## config.mk

```make
export PLATFORM = sky130hd
export DESIGN_NAME = json_string_escaper_flat
export DESIGN_NICKNAME = d
export VERILOG_FILES = /design/src/jse_pkg.sv /design/src/jse_if.sv /design/src/json_string_escaper.sv /design/src/jse_front.sv /design/src/jse_queue.sv /design/src/jse_back.sv /design/src/flat_wrapper.sv
export SDC_FILE = /design/constraint.sdc
export NUM_CORES = 1
export LEC_CHECK = 0
export BUFFER_PORTS_ARGS = -buffer_cell sky130_fd_sc_hd__buf_4
export CAP_MARGIN = 20
export CORE_MARGIN = 10
export CORE_UTILIZATION = 35
export CTS_BUF_LIST = sky130_fd_sc_hd__clkbuf_16
export DETAILED_ROUTE_END_ITERATION = 10
export HOLD_SLACK_MARGIN = 0.06
export PLACE_DENSITY_LB_ADDON = 0.08
export SLEW_MARGIN = 20
export SYNTH_ARGS = -nofsm -noshare
export SYNTH_HDL_FRONTEND = slang
export SYNTH_HIERARCHICAL = 1
export SYNTH_SLANG_ARGS = --single-unit
```

## constraint.sdc

```tcl
create_clock -name clk_i -period 3.1 [get_ports clk_i]
set_input_delay 0.31 -clock clk_i [delete_from_list [all_inputs] [get_ports clk_i]]
set_output_delay 0.31 -clock clk_i [all_outputs]
set_load 0.01 [all_outputs]
```

## src/jse_pkg.sv

```systemverilog
package jse_pkg;

  typedef enum logic [1:0] {
    KIND_PLAIN,
    KIND_PAIR,
    KIND_UNI
  } kind_e;

  // One queued run of output characters, as classified by the front end
  typedef struct packed {
    kind_e       kind;
    logic [7:0]  chr;
    logic [15:0] code;
  } run_t;

  localparam int unsigned QueueDepth = 4;
  localparam int unsigned QueuePtrW  = $clog2(QueueDepth);
  localparam int unsigned RunIdxW    = 3;

  localparam logic [7:0] ChBslash = 8'h5C;
  localparam logic [7:0] ChSlash  = 8'h2F;
  localparam logic [7:0] ChDquote = 8'h22;
  localparam logic [7:0] ChSquote = 8'h27;
  localparam logic [7:0] ChLf     = 8'h0A;
  localparam logic [7:0] ChTab    = 8'h09;
  localparam logic [7:0] ChVt     = 8'h0B;
  localparam logic [7:0] ChFf     = 8'h0C;
  localparam logic [7:0] ChCr     = 8'h0D;
  localparam logic [7:0] ChBs     = 8'h08;
  localparam logic [7:0] ChNul    = 8'h00;
  localparam logic [7:0] ChLowN   = 8'h6E;
  localparam logic [7:0] ChLowT   = 8'h74;
  localparam logic [7:0] ChLowV   = 8'h76;
  localparam logic [7:0] ChLowF   = 8'h66;
  localparam logic [7:0] ChLowR   = 8'h72;
  localparam logic [7:0] ChLowB   = 8'h62;
  localparam logic [7:0] ChLowU   = 8'h75;
  localparam logic [7:0] ChZero   = 8'h30;
  localparam logic [7:0] ChLowA   = 8'h61;

  localparam logic [2:0] RunLenPlain = 3'd1;
  localparam logic [2:0] RunLenPair  = 3'd2;
  localparam logic [2:0] RunLenUni   = 3'd6;

  function automatic logic [7:0] hex_char(input logic [3:0] nib);
    logic [7:0] res;
    if (nib < 4'd10) begin
      res = ChZero + {4'd0, nib};
    end else begin
      res = ChLowA + {4'd0, nib} - 8'd10;
    end
    return res;
  endfunction

endpackage

```

## src/jse_if.sv

```systemverilog
interface jse_in_if;
  logic       valid;
  logic       ready;
  logic [7:0] in_byte;
  logic       string_start;

  modport source (output valid, output in_byte, output string_start, input ready);
  modport sink   (input valid, input in_byte, input string_start, output ready);
endinterface

interface jse_out_if;
  logic       valid;
  logic       ready;
  logic [7:0] out_char;
  logic       run_last;

  modport source (output valid, output out_char, output run_last, input ready);
  modport sink   (input valid, input out_char, input run_last, output ready);
endinterface

```

## src/json_string_escaper.sv

```systemverilog
// JSON string escaper.
// in_i carries one string byte per item (in_byte, string_start); string_start
// clears any half-decoded UTF-8 sequence before that byte is handled.
// out_o carries the escaped text one character per item, run_last marking
// the final character produced for an input byte (runs of 0 to 6 chars).
// cfg_we_i/cfg_wdata_i write the UTF-8 escape enable (reset value 1).
// Throughput: one input byte per cycle while the run queue has room and one
// output character per cycle while the receiver is ready; a byte giving n
// characters takes n output items. A run's first character is offered once
// the four-entry run queue between front and back holds it at its head.
// Input ready drops only while the run queue is full, so a stalled receiver
// backs up at most four runs before input is held; bytes that produce nothing
// (lead and stray continuation bytes) still need a free slot to be taken.
// Reset empties the queue, clears the decoder state and sets the enable.
module json_string_escaper (
  input  logic          clk_i,
  input  logic          rst_ni,
  input  logic          cfg_we_i,
  input  logic          cfg_wdata_i,
  jse_in_if.sink        in_i,
  jse_out_if.source     out_o
);
  import jse_pkg::*;

  logic full, empty, push, pop;
  run_t push_run, head;

  jse_front u_front (
    .clk_i          (clk_i),
    .rst_ni         (rst_ni),
    .cfg_we_i       (cfg_we_i),
    .cfg_wdata_i    (cfg_wdata_i),
    .in_valid_i     (in_i.valid),
    .in_byte_i      (in_i.in_byte),
    .string_start_i (in_i.string_start),
    .in_ready_o     (in_i.ready),
    .queue_full_i   (full),
    .push_o         (push),
    .push_run_o     (push_run)
  );

  jse_queue u_queue (
    .clk_i      (clk_i),
    .rst_ni     (rst_ni),
    .push_i     (push),
    .push_run_i (push_run),
    .full_o     (full),
    .pop_i      (pop),
    .empty_o    (empty),
    .head_o     (head)
  );

  jse_back u_back (
    .clk_i       (clk_i),
    .rst_ni      (rst_ni),
    .empty_i     (empty),
    .head_i      (head),
    .pop_o       (pop),
    .out_valid_o (out_o.valid),
    .out_ready_i (out_o.ready),
    .out_char_o  (out_o.out_char),
    .run_last_o  (out_o.run_last)
  );

endmodule

```

## src/jse_front.sv

```systemverilog
module jse_front (
  input  logic          clk_i,
  input  logic          rst_ni,
  input  logic          cfg_we_i,
  input  logic          cfg_wdata_i,
  input  logic          in_valid_i,
  input  logic [7:0]    in_byte_i,
  input  logic          string_start_i,
  output logic          in_ready_o,
  input  logic          queue_full_i,
  output logic          push_o,
  output jse_pkg::run_t push_run_o
);
  import jse_pkg::*;

  logic        utf8_en_q;
  logic [1:0]  pend_q, pend_d, pend;
  logic [20:0] acc_q, acc_d, acc;
  logic        accept;
  logic        emits;
  logic [20:0] acc_shift;
  logic [1:0]  pend_dec;

  assign in_ready_o = !queue_full_i;
  assign accept     = in_valid_i && in_ready_o;
  assign push_o     = accept && emits;

  assign pend      = string_start_i ? 2'd0 : pend_q;
  assign acc       = string_start_i ? 21'd0 : acc_q;
  assign acc_shift = {acc[14:0], in_byte_i[5:0]};
  assign pend_dec  = pend - 2'd1;

  always_comb begin
    pend_d     = pend;
    acc_d      = acc;
    emits      = 1'b0;
    push_run_o = '{kind: KIND_PLAIN, chr: in_byte_i, code: acc_shift[15:0]};
    if (utf8_en_q && in_byte_i[7]) begin
      if (pend == 2'd0) begin
        // lead byte opens a sequence; a stray continuation is dropped
        if (in_byte_i[7:4] == 4'hF) begin
          pend_d = 2'd3;
          acc_d  = {18'd0, in_byte_i[2:0]};
        end else if (in_byte_i[7:5] == 3'h7) begin
          pend_d = 2'd2;
          acc_d  = {17'd0, in_byte_i[3:0]};
        end else if (in_byte_i[7:6] == 2'h3) begin
          pend_d = 2'd1;
          acc_d  = {16'd0, in_byte_i[4:0]};
        end
      end else begin
        acc_d  = acc_shift;
        pend_d = pend_dec;
        if (pend_dec == 2'd0) begin
          emits           = 1'b1;
          push_run_o.kind = KIND_UNI;
        end
      end
    end else begin
      emits           = 1'b1;
      push_run_o.kind = KIND_PAIR;
      case (in_byte_i)
        ChBslash, ChSlash, ChDquote, ChSquote: push_run_o.chr = in_byte_i;
        ChLf:    push_run_o.chr = ChLowN;
        ChTab:   push_run_o.chr = ChLowT;
        ChVt:    push_run_o.chr = ChLowV;
        ChFf:    push_run_o.chr = ChLowF;
        ChCr:    push_run_o.chr = ChLowR;
        ChBs:    push_run_o.chr = ChLowB;
        ChNul:   push_run_o.chr = ChZero;
        default: push_run_o.kind = KIND_PLAIN;
      endcase
    end
  end

  always_ff @(posedge clk_i or negedge rst_ni) begin
    if (!rst_ni) begin
      utf8_en_q <= 1'b1;
      pend_q    <= 2'd0;
      acc_q     <= 21'd0;
    end else begin
      if (cfg_we_i) begin
        utf8_en_q <= cfg_wdata_i;
      end
      if (accept) begin
        pend_q <= pend_d;
        acc_q  <= acc_d;
      end
    end
  end

endmodule

```

## src/jse_queue.sv

```systemverilog
module jse_queue (
  input  logic          clk_i,
  input  logic          rst_ni,
  input  logic          push_i,
  input  jse_pkg::run_t push_run_i,
  output logic          full_o,
  input  logic          pop_i,
  output logic          empty_o,
  output jse_pkg::run_t head_o
);
  import jse_pkg::*;

  run_t                   mem_q [QueueDepth];
  logic [QueuePtrW-1:0]   wr_ptr_q, rd_ptr_q;
  logic [QueuePtrW:0]     count_q;
  logic                   do_push, do_pop;

  assign full_o  = (count_q == QueueDepth[QueuePtrW:0]);
  assign empty_o = (count_q == '0);
  assign head_o  = mem_q[rd_ptr_q];
  assign do_push = push_i && !full_o;
  assign do_pop  = pop_i && !empty_o;

  always_ff @(posedge clk_i) begin
    if (do_push) begin
      mem_q[wr_ptr_q] <= push_run_i;
    end
  end

  always_ff @(posedge clk_i or negedge rst_ni) begin
    if (!rst_ni) begin
      wr_ptr_q <= '0;
      rd_ptr_q <= '0;
      count_q  <= '0;
    end else begin
      if (do_push) begin
        wr_ptr_q <= wr_ptr_q + 1'b1;
      end
      if (do_pop) begin
        rd_ptr_q <= rd_ptr_q + 1'b1;
      end
      if (do_push && !do_pop) begin
        count_q <= count_q + 1'b1;
      end else if (do_pop && !do_push) begin
        count_q <= count_q - 1'b1;
      end
    end
  end

endmodule

```

## src/jse_back.sv

```systemverilog
module jse_back (
  input  logic          clk_i,
  input  logic          rst_ni,
  input  logic          empty_i,
  input  jse_pkg::run_t head_i,
  output logic          pop_o,
  output logic          out_valid_o,
  input  logic          out_ready_i,
  output logic [7:0]    out_char_o,
  output logic          run_last_o
);
  import jse_pkg::*;

  logic [RunIdxW-1:0] idx_q, idx_d;
  logic [2:0]         run_len;
  logic [3:0]         nib;
  logic               take;

  assign out_valid_o = !empty_i;
  assign take        = out_valid_o && out_ready_i;
  assign run_last_o  = (idx_q == run_len - 3'd1);
  assign pop_o       = take && run_last_o;

  always_comb begin
    case (idx_q)
      3'd2:    nib = head_i.code[15:12];
      3'd3:    nib = head_i.code[11:8];
      3'd4:    nib = head_i.code[7:4];
      default: nib = head_i.code[3:0];
    endcase
  end

  always_comb begin
    case (head_i.kind)
      KIND_PLAIN: begin
        run_len    = RunLenPlain;
        out_char_o = head_i.chr;
      end
      KIND_PAIR: begin
        run_len    = RunLenPair;
        out_char_o = (idx_q == 3'd0) ? ChBslash : head_i.chr;
      end
      KIND_UNI: begin
        run_len = RunLenUni;
        case (idx_q)
          3'd0:    out_char_o = ChBslash;
          3'd1:    out_char_o = ChLowU;
          default: out_char_o = hex_char(nib);
        endcase
      end
      default: begin
        run_len    = RunLenPlain;
        out_char_o = head_i.chr;
      end
    endcase
  end

  // advance through the run, restart at the next queued item
  always_comb begin
    idx_d = idx_q;
    if (take) begin
      idx_d = run_last_o ? '0 : idx_q + 1'b1;
    end
  end

  always_ff @(posedge clk_i or negedge rst_ni) begin
    if (!rst_ni) begin
      idx_q <= '0;
    end else begin
      idx_q <= idx_d;
    end
  end

endmodule

```

## src/flat_wrapper.sv

```systemverilog
// flat-port wrapper written by rule: the top's interface ports become plain ports
module json_string_escaper_flat import jse_pkg::*;
  (clk_i, rst_ni, cfg_we_i, cfg_wdata_i, in_i_valid, in_i_in_byte, in_i_string_start, in_i_ready, out_o_valid, out_o_out_char, out_o_run_last, out_o_ready);
  jse_in_if in_i_i ();
  jse_out_if out_o_i ();
  input  logic clk_i;
  input  logic rst_ni;
  input  logic cfg_we_i;
  input  logic cfg_wdata_i;
  input wire logic [$bits(in_i_i.valid)-1:0] in_i_valid;
  input wire logic [$bits(in_i_i.in_byte)-1:0] in_i_in_byte;
  input wire logic [$bits(in_i_i.string_start)-1:0] in_i_string_start;
  output wire logic [$bits(in_i_i.ready)-1:0] in_i_ready;
  output wire logic [$bits(out_o_i.valid)-1:0] out_o_valid;
  output wire logic [$bits(out_o_i.out_char)-1:0] out_o_out_char;
  output wire logic [$bits(out_o_i.run_last)-1:0] out_o_run_last;
  input wire logic [$bits(out_o_i.ready)-1:0] out_o_ready;
  assign in_i_i.valid = in_i_valid;
  assign in_i_i.in_byte = in_i_in_byte;
  assign in_i_i.string_start = in_i_string_start;
  assign in_i_ready = in_i_i.ready;
  assign out_o_valid = out_o_i.valid;
  assign out_o_out_char = out_o_i.out_char;
  assign out_o_run_last = out_o_i.run_last;
  assign out_o_i.ready = out_o_ready;
  json_string_escaper u_core (.clk_i(clk_i), .rst_ni(rst_ni), .cfg_we_i(cfg_we_i), .cfg_wdata_i(cfg_wdata_i), .in_i(in_i_i), .out_o(out_o_i));
endmodule
```

# Yosys cells after proc, flatten, opt, wreduce, memory -nomap -nowiden
# Memories as Yosys holds them, arrays and structs flattened.
# Cells that the tools add are included.
# totals
register_bits,34
mem_bits_rw,104
inputBits,15
out_inout_bits,11
elab_cells,92
mem_count,1
# op_classes
n_addsub,10
magnitude_cmp,1
eq_ne,21
muxes,32
reduce_logical,20
# mem_list
name,depth,width,read_ports,rd_clocked_by_memory_dff,write_ports,line_no,rtl
u_core.u_queue.mem_q,4,26,1,0,1,jse_queue.sv:13,run_t mem_q [QueueDepth];
# ops
cell,count
$mux 21,6
$pmux 8 s7,1
$eq 8x4->1 const B,6
$pmux 8 s2,2
$eq 8x6->1 const B,3
$mux 8,3
$mux 2,9
$pmux 4 s3,1
$reduce_or 11->1,1
$eq 3x3->1 const B,3
$logic_and 1x1->1,9
$mux 3,3
$add 7x4->8 const A,1
$eq 8x7->1 const B,1
$logic_not 8->1,1
$sub 8x4->8 const B,1
$add 6x4->7 const A,1
$add 3x1->3 const B,2
$eq 3x2->1 const B,2
$logic_not 3->1,2
$mux 1,6
$pmux 3 s2,1
$sub 3x1->3 const B,2
$add 2x1->2 const B,2
10 further kinds,15

# Longest topological paths before layout
# Gate-level depths: netlist of the first run.
# depth
ltp_word,12
ltp_mapped,15
mapped_depth_nobuf,13

# By module
# The synthesis of the first run kept the hierarchy.
# modules_own_cells
mod,n_inst,cells_per_inst,area_each_um2,seq_area_each_um2
jse_queue,1,172,4230.3,3298.2
jse_front,1,106,935.9,326.6
jse_back,1,88,659.4,75.1

# Worst setup path after synthesis of the first run
# OpenSTA, ideal clock, no wires.
# synth_path
path_type,register -> register
startpoint,reg u_core.u_queue.rd_ptr_q[0]
endpoint,reg u_core.u_queue.count_q[1]
setup_time_ns,0.125
arrival_ns,3.313
t_required_ns,2.975
setup_slack_ns,-0.338
stages_incl_launch_ff,14
n_path_buf,2
synth_period_minus_slack_ns,3.438
cell_sequence,dfrtp_1 -> buf_6 -> buf_12 -> mux4_2 -> inv_1 -> ha_1 -> xnor2_1 -> nor3_1 -> and3_1 -> nand2_1 -> ha_1 -> inv_1 -> fa_1 -> mux2_2
# synth_rtl
item,line_no,rtl
from (decl),jse_queue.sv:14,"logic [QueuePtrW-1:0] wr_ptr_q, rd_ptr_q;"
from (signal assigned),jse_queue.sv:40,rd_ptr_q <= rd_ptr_q + 1'b1;
to (signal assigned),jse_queue.sv:43,count_q <= count_q + 1'b1;
to (signal assigned),jse_queue.sv:45,count_q <= count_q - 1'b1;
to (decl),jse_queue.sv:15,logic [QueuePtrW:0] count_q;

==> impl_metrics.py, run 1 <==
metrics = {
    "sta": {
        "skew_ps": 14.0,
        "hold_slack_ps": 131,
        "period_needed_ps": 3180,
        "worst_pin_slew_ps": 703,
        "timing.fmax_mhz": 315,
        "finalHoldViolations": 0,
        "setup_viol": 4,
        "slew_headroom": 0.527,
        "rsz0062_at_grt": "yes",
        "post-route-period-util": 1.02,
        "tns_ps": -167,
        "fin_ws_ps": -76.7,
        "final_max_slew_viol_count": 0,
    },
    "route": {
        "drc": 0,
        "ant_nets": 0,
        "vias_per_cell": 5.01,
        "drt_wl_total_microns": 13000,
        "wl_per_cell_microns": 19.9,
        "drt-initial-drc-count": 202,
        "first_pass_iters": 4,
        "vias": 3288,
    },
    "floorplanning": {
        "row_count": 47,
        "die_w_microns": 149,
        "die_area_sq_um": 22200,
        "pin_count": 26,
        "start_util": 0.354,
        "fp.dieH_microns": 149,
        "core_area_sq_um": 16500,
    },
    "power": {
        "leakagePower_uw": 0.00259,
        "internal_power_uw": 4830,
        "p_clk_frac": 0.235,
        "peakVddDrop_uv": 562,
        "switchingPower_uw": 2480,
        "pwr_density_cell_nw_per_um2": 1030,
        "swShare": 0.339,
        "p_comb_frac": 0.447,
        "share_seq_of_total_power": 0.319,
    },
    "clock_tree": {
        "tritoncts": "built",
        "insertion_delay_ps": 410,
        "cts_max_level": 4,
        "cts_root_buf": "clkbuf_16",
        "numCtsBuffers": 17,
        "clock_path_buffers": 2,
        "cts.sinks": 127,
        "clk_pin_slew_ps": 50,
    },
    "global_routing": {
        "antenna_found_initial": 0,
        "gr-total-overflow": 0,
        "grt_usage": 0.124,
        "grt_pass1_vias": 3473,
        "grt_pass1_wl_microns": 20500,
        "grt_max_degree": 27,
    },
    "critical_path": {
        "r2r-start": "u_core/u_queue/rd_ptr_q[0]",
        "crit_end": "out_o_out_char[0]",
        "setup.worst_path.start": "u_core/u_queue/rd_ptr_q[0]",
        "crit_type": "flop to primary output",
        "cp.required_ps": 2790,
        "max_stage_delay_ps": 510,
        "start_kind": "flop",
        "cp_data_arrival_time_ps": 2870,
        "crit_chain": "buf_12 > mux4_2 > and3_1 > a221o_1 > mux2i_1 > buf_4 > o21ba_1 > xor2_1 > o221ai_2 > buf_4",
        "r2r_end": "u_core/u_queue/count_q[1]",
        "crit_path_end_kind": "primary output",
        "reg2reg_slack_ps": -50,
        "critPathMostFrequentCell": "buf_4",
        "cp_max_fo": 10,
        "reg2reg_depth": 13,
        "cp_slowest_cell": "mux4_2",
    },
    "min_path": {
        "holdCritPathClass": "input port to flop",
    },
    "outcome": {
        "violations": "setup timing",
        "status": "finished, violations left",
    },
    "placed_design": {
        "dp_cells": 606,
        "hpwl_microns": 8730,
        "preCtsSetupSlack_ps": 42.2,
        "numPortBuffers": 25,
        "place_congestion": 0.744,
    },
    "final_layout": {
        "final_common_cell": "edfxtp_1",
        "fin_util": 0.430,
        "area_growth_pct": 21.5,
        "final_cells": 656,
        "most-common-layout-cells": "edfxtp_1, buf_4, mux4_2",
        "drive_above_1_share": 0.330,
        "antenna_cells": 0,
        "nets": 451,
    },
    "synthesis": {
        "synth_flop_cell": "edfxtp_1",
        "synth_edf_count": 104,
        "ys_warn_count": 6,
        "yosys.area.top_type": "edfxtp_1",
        "synthArstFlopShare": 0.181,
        "synth_cells": 366,
        "syn_area_per_cell_sq_um": 15.9,
        "synth_top_area_share": 0.536,
        "ys_seq_area_frac": 0.635,
        "synth.cell_area_sq_um": 5830,
        "synth.distinct_cells": 62,
        "synthTopCellsByArea": "edfxtp_1, dfrtp_1, mux4_2, mux4_1, ha_1",
        "ys_ff_latch": 127,
        "synth_fp_nets": 394,
    },
    "run": {
        "cap_violations": 0,
    },
}
==> flip-flops by register name (all words and copies together) (netlist names) <==
name	flops
u_core/u_back/idx_q	3
u_core/u_front/acc_q	10
u_core/u_front/pend_q	2
u_core/u_front/utf8_en_q	1
u_core/u_queue/count_q	3
u_core/u_queue/mem_q	104
u_core/u_queue/rd_ptr_q	2
u_core/u_queue/wr_ptr_q	2
==> logic make-up (layout without fill, tap and decap cells) <==
kind of cell	Yosys count	in the layout	share of synthesized area
multiplexers	30	30	0.114
AO/OA/AOI/OAI	58	58	0.0769
AND/OR/NAND/NOR	92	92	0.0909
XOR/XNOR	9	9	0.0135
buffers and inverters	37	107	0.0406
adder cells (fa/ha/maj)	13	13	0.0292
flip-flops	127	127	0.635
==> synthesized netlist by cell type (2+ instances only) <==
cell type	number
or3_1	3
dfrtp_1	22
mux4_1	8
and3_1	3
and2_1	8
o2bb2ai_1	2
nand4_1	4
o31ai_2	2
o211ai_1	2
ha_1	12
nor2_1	15
nand2_1	21
o21bai_2	2
nor3_1	6
o21ai_1	3
o31ai_1	2
buf_4	8
xor2_1	4
buf_12	2
a21oi_1	8
buf_2	4
mux4_2	18
nand2b_1	3
nor2b_1	15
o32a_1	2
xnor2_1	5
a221o_1	3
a21o_1	2
nand3_1	3
a22oi_1	2
inv_1	17
edfxtp_1	104
nor3_2	3
buf_6	4
o21ai_0	8
a22o_1	9
mux2_2	2
==> power by group through the flow <==
stage	clock (uW)	combinational [uW]	sequential (uW)
2_1_floorplan	0	1960	2310
3_3_place_gp	0	2850	2360
3_5_place_dp	0	2870	2360
4_1_cts	1770	3100	2330
5_1_grt	1850	3560	2370
6_report	1720	3270	2330
==> how the worst min path moves through the flow <==
stage                               end  depth (start not counted)        start
2_1_floorplan    u_core/u_back/idx_q[0]                          0       rst_ni
3_5_place_dp     u_core/u_back/idx_q[2]                          1       rst_ni
6_report       u_core/u_front/utf8_en_q                          2  cfg_wdata_i
3_3_place_gp     u_core/u_back/idx_q[2]                          1       rst_ni
5_1_grt        u_core/u_front/utf8_en_q                          2  cfg_wdata_i
4_1_cts        u_core/u_front/utf8_en_q                          2  cfg_wdata_i
==> critical path: cells and delay by family, from the launching register on <==
kind | cells | cell delay (ps)
AND/OR/NAND/NOR | 1 | 180
multiplexers | 2 | 650
buffers and inverters | 3 | 460
AO/OA/AOI/OAI | 3 | 570
XOR/XNOR | 1 | 190
flip-flops | 1 | 390
==> area by class of cell <==
| type | count | area [sq um] |
|---|---|---|
| timing repair buffer | 57 | 518 |
| clock buffer | 17 | 425 |
| clock inverter | 15 | 98.8 |
| tap | 220 | 275 |
| fill | 1514 | 9390 |
| multi-input combinational | 202 | 1990 |
| inverter | 18 | 67.6 |
| sequential | 127 | 3700 |
==> timing repair <==
item | CTS | global route
hold endpoints to repair | 22 | 0
pin swaps | 5 | 9
gates resized for setup | 14 | 11
setup buffers | 11 | 6
setup endpoints to repair | 6 | 9
hold buffers | 1 | 0
==> stage by stage <==
| stage | instance area, sq um | total power [uW] |
|---|---|---|
| floorplan | 5870 | 4270 |
| global placement | 6320 | 5210 |
| detailed placement | 6320 | 5230 |
| CTS | 6980 | 7200 |
| global route | 7080 | 7770 |
| finish | 7080 | 7320 |
==> layer usage <==
| layer | global-route usage | routed length, microns |
|---|---|---|
| met1 | 0.167 | 6240 |
| met2 | 0.188 | 6130 |
| met4 | 0.0422 | 106 |
| met5 | 0 | 0 |
| met3 | 0.0334 | 568 |
Note: power is estimated with default switching activity, not from simulation.
==> run 2, diff against run 1 <==
GPL_ROUTABILITY_DRIVEN = 0   (was default)
PLACE_DENSITY_LB_ADDON = default   (was 0.08)
==> impl_metrics.py, run 2 (same netlist as run 1, synthesis figures left out) <==
metrics = {
    "outcome": {
        "status": "finished, violations left",
        "violations": "setup timing",
    },
    "floorplanning": {
        "pin_count": 26,
        "row_count": 47,
        "start_util": 0.354,
        "die_w_microns": 149,
        "core_area_sq_um": 16500,
        "die_area_sq_um": 22200,
        "fp.dieH_microns": 149,
    },
    "placed_design": {
        "numPortBuffers": 25,
        "dp_cells": 604,
        "preCtsSetupSlack_ps": 73.6,
        "hpwl_microns": 7930,
    },
    "final_layout": {
        "largest_register_ffs": 104,
        "area_growth_pct": 21.1,
        "final-seq-area_sq_um": 3700,
        "most-common-layout-cells": "edfxtp_1, buf_4, clkbuf_16, nand2_1, mux4_2",
        "antenna_cells": 0,
        "drive_above_1_share": 0.322,
        "final_cells": 649,
        "final_common_cell": "edfxtp_1",
        "nets": 444,
        "n_fill_cell": 1483,
        "multi_input_area_sq_um": 2010,
        "reg_top3": "u_core/u_queue/mem_q (104), u_core/u_front/acc_q (10)",
        "regMostFlops": "u_core/u_queue/mem_q",
    },
    "route": {
        "first_pass_iters": 5,
        "vias_per_cell": 5.16,
        "wl_per_cell_microns": 19.1,
        "drc": 0,
        "drt_wl_total_microns": 12400,
        "vias": 3351,
        "drt-initial-drc-count": 283,
        "ant_nets": 0,
    },
    "sta": {
        "setup_viol": 6,
        "post-route-period-util": 1.04,
        "worst_pin_slew_ps": 790,
        "rsz0062_at_grt": "yes",
        "hold_slack_ps": 120,
        "skew_ps": 6.32,
        "period_needed_ps": 3220,
        "final_max_slew_viol_count": 0,
        "slew_headroom": 0.473,
        "finalHoldViolations": 0,
        "tns_ps": -361,
        "timing.fmax_mhz": 311,
        "fin_ws_ps": -118,
    },
    "clock_tree": {
        "clk_pin_slew_ps": 60,
        "insertion_delay_ps": 420,
        "clock_path_buffers": 2,
        "tritoncts": "built",
        "numCtsBuffers": 17,
        "cts_root_buf": "clkbuf_16",
        "cts.sinks": 127,
        "cts_max_level": 4,
    },
    "min_path": {
        "holdCritPathClass": "input port to flop",
    },
    "critical_path": {
        "cp_data_arrival_time_ps": 2910,
        "cp.required_ps": 2790,
        "cp_max_fo": 11,
        "crit_type": "flop to primary output",
        "start_kind": "flop",
        "crit_path_end_kind": "primary output",
    },
    "power": {
        "peakVddDrop_uv": 605,
        "leakagePower_uw": 0.00260,
        "finalPower_uw": 7390,
        "pwr_density_cell_nw_per_um2": 1050,
    },
    "global_routing": {
        "gr-total-overflow": 0,
        "grt_usage": 0.118,
        "antenna_found_initial": 0,
        "grt_pass1_wl_microns": 19500,
        "grt_pass1_vias": 3481,
        "grt_max_degree": 27,
    },
    "run": {
        "cap_violations": 0,
    },
}
## run 2: repair_timing
action	4_1_cts	5_1_grt
hold endpoints to repair	22	0
setup buffers	4	7
endpoints found under the setup margin	6	9
pin swaps	2	1
gates cloned	1	0
gates resized for setup	6	16
hold buffers	1	0
## run 2: final timing paths
check | from | end | slack (ps) | cells after the start
worst max-delay path | u_core/u_queue/rd_ptr_q[0] | out_o_out_char[0] | -120 | 8
max in group asynchronous | rst_ni | u_core/u_front/utf8_en_q | 2450 | 2
worst min register to register | u_core/u_queue/count_q[2] | u_core/u_queue/count_q[2] | 470 | 1
worst max register to register | u_core/u_queue/rd_ptr_q[0] | u_core/u_queue/count_q[1] | -40 | 13
worst min-delay path | cfg_wdata_i | u_core/u_front/utf8_en_q | 120 | 2
min in group asynchronous | rst_ni | u_core/u_front/acc_q[2] | 350 | 2
## run 2: per-layer routing
metal,track usage,vias up,routed length [microns]
met5,0,-,0
met4,0.0618,0,280
met3,0.0352,17,787
met2,0.179,106,5790
met1,0.150,1718,5550
li1,-,1510,-
## run 2: final cells by class
type / instances / area share
clock buffer: 20 / 0.0709
timing repair buffer: 50 / 0.0599
clock inverter: 12 / 0.0106
multi-input combinational: 202 / 0.285
inverter: 18 / 0.00958
tap: 220 / 0.0390
sequential: 127 / 0.525
## run 2: worst max-delay path: stages, from the launching register on
cell      delay (ps)
dfrtp_2          390
buf_12           160
mux4_2           510
a221o_1          370
o32a_1           350
o21ba_2          250
xor2_2           180
o221ai_2         120
buf_4            150
## run 2: where the power goes
part           total (uW)  leakage (uW)  switching, uW  internal [uW]
logic                3170       0.00105           1610           1560
clock network        1890      0.000291            725           1160
registers            2340       0.00126            147           2190
total                7390       0.00260           2480           4910
## run 2: stage by stage
step                      instance area, sq um   util
after floorplan                           5870      -
after global placement                    6280  0.381
after detailed placement                  6280  0.381
after CTS                                 6950  0.422
after global routing                      7060  0.428
final                                     7060  0.428
==> run 3, diff against run 2 <==
SKIP_CTS_REPAIR_TIMING = 1   (was default)
==> impl_metrics.py, run 3 (same netlist as run 1, synthesis figures left out) <==
metrics = {
    "clock_tree": {
        "cts.sinks": 127,
        "clock_path_buffers": 2,
        "cts_max_level": 4,
        "cts_root_buf": "clkbuf_16",
        "insertion_delay_ps": 420,
        "tritoncts": "built",
        "clk_pin_slew_ps": 60,
        "numCtsBuffers": 17,
    },
    "critical_path": {
        "reg2reg_depth": 12,
        "r2r_end": "u_core/u_queue/count_q[1]",
        "crit_end": "out_o_out_char[0]",
        "crit_path_end_kind": "primary output",
        "crit_type": "flop to primary output",
        "start_kind": "flop",
        "r2r-start": "u_core/u_queue/rd_ptr_q[0]",
        "setup.worst_path.start": "u_core/u_queue/rd_ptr_q[0]",
        "reg2reg_slack_ps": 130,
        "cp_max_fo": 11,
        "cp_data_arrival_time_ps": 2940,
        "cp.required_ps": 2790,
    },
    "global_routing": {
        "grt_pass1_wl_microns": 19100,
        "grt_max_degree": 27,
        "grt_usage": 0.116,
        "grt_pass1_vias": 3432,
        "antenna_found_initial": 0,
        "gr-total-overflow": 0,
    },
    "power": {
        "share_seq_of_total_power": 0.328,
        "internal_power_uw": 4760,
        "p_comb_frac": 0.407,
        "peakVddDrop_uv": 518,
        "p_clk_frac": 0.265,
        "swShare": 0.331,
        "pwr_density_cell_nw_per_um2": 1020,
        "finalPower_uw": 7120,
        "switchingPower_uw": 2360,
        "leakagePower_uw": 0.00256,
    },
    "route": {
        "vias": 3298,
        "wl_per_cell_microns": 18.8,
        "drc": 0,
        "drt-initial-drc-count": 327,
        "ant_nets": 0,
        "drt_wl_total_microns": 12100,
        "vias_per_cell": 5.11,
        "first_pass_iters": 5,
    },
    "placed_design": {
        "preCtsSetupSlack_ps": 73.6,
        "numPortBuffers": 25,
        "placed_area_sq_um": 6280,
        "hpwl_microns": 7930,
    },
    "sta": {
        "setup_viol": 4,
        "slew_headroom": 0.641,
        "timing.fmax_mhz": 307,
        "finalHoldViolations": 0,
        "post-route-period-util": 1.05,
        "final_max_slew_viol_count": 0,
        "skew_ps": 11.5,
        "tns_ps": -275,
        "worst_pin_slew_ps": 533,
        "rsz0062_at_grt": "yes",
        "period_needed_ps": 3250,
        "fin_ws_ps": -153,
    },
    "floorplanning": {
        "die_w_microns": 149,
        "row_count": 47,
        "start_util": 0.354,
        "pin_count": 26,
        "fp.dieH_microns": 149,
        "die_area_sq_um": 22200,
        "core_area_sq_um": 16500,
    },
    "final_layout": {
        "final_common_cell": "edfxtp_1",
        "area_growth_pct": 19.4,
        "finalInstanceArea_sq_um": 6960,
        "final-seq-area_sq_um": 3700,
        "drive_above_1_share": 0.296,
        "n_fill_cell": 1497,
        "antenna_cells": 0,
        "largest_register_ffs": 104,
        "reg_top3": "u_core/u_queue/mem_q (104), u_core/u_front/acc_q (10)",
        "nets": 440,
        "multi_input_area_sq_um": 1940,
        "most-common-layout-cells": "edfxtp_1, buf_4, clkbuf_16",
        "regMostFlops": "u_core/u_queue/mem_q",
    },
    "min_path": {
        "hold_depth": 2,
        "holdCritPathClass": "input port to flop",
    },
    "outcome": {
        "status": "finished, violations left",
        "violations": "setup timing",
    },
    "run": {
        "cap_violations": 0,
    },
}
-- run 3: changes by cell type in the layout (fill, tap and decap cells not counted), sizes merged --
cell    before  now
clkbuf      20   21
buf         49   44
-- run 3: cell type report --
class	instances	share of cell area
clock buffer	20	0.0720
timing repair buffer	46	0.0561
clock inverter	12	0.0108
sequential	127	0.532
inverter	18	0.00971
tap	220	0.0396
multi-input combinational	202	0.279
-- run 3: power by group through the flow --
stage / Sequential (uW) / Clock (uW) / Combinational (uW)
floorplan: 2310 / 0 / 1960
global placement: 2350 / 0 / 2750
detailed placement: 2370 / 0 / 2780
CTS: 2340 / 1930 / 2790
global route: 2370 / 2000 / 3170
finish: 2340 / 1890 / 2900
-- run 3: routing by layer --
metal  vias to the layer above  track usage  wire length (microns)
li1                       1506            -                      -
met1                      1674        0.147                   5520
met2                       104        0.173                   5580
met3                        14       0.0352                    800
met4                         0       0.0633                    227
met5                         -            0                      0
-- run 3: metrics by stage --
stage | hold slack, ps | utilization | cells
after global routing | 104 | 0.422 | 645
after floorplan | 14.4 | - | 366
after detailed placement | 247 | 0.381 | 604
after global placement | 248 | 0.381 | 604
final | 120 | 0.422 | 645
after CTS | -205 | 0.416 | 636
-- run 3: how the worst min path moves through the flow --
stage | startpoint | endpoint | slack (ps)
after floorplan | rst_ni | u_core/u_back/idx_q[0] | 10
after detailed placement | rst_ni | u_core/u_front/acc_q[7] | 250
after global placement | rst_ni | u_core/u_front/acc_q[1] | 250
after CTS | rst_ni | u_core/u_front/acc_q[2] | -210
final | cfg_wdata_i | u_core/u_front/utf8_en_q | 120
after global routing | cfg_wdata_i | u_core/u_front/utf8_en_q | 100
-- run 3: critical path: stages (launching register included) --
cell,delay [ps]
dfrtp_2,410
buf_12,160
mux4_2,520
a221o_1,360
o32a_1,340
o21ba_1,220
xor2_1,230
o221ai_2,120
buf_4,170
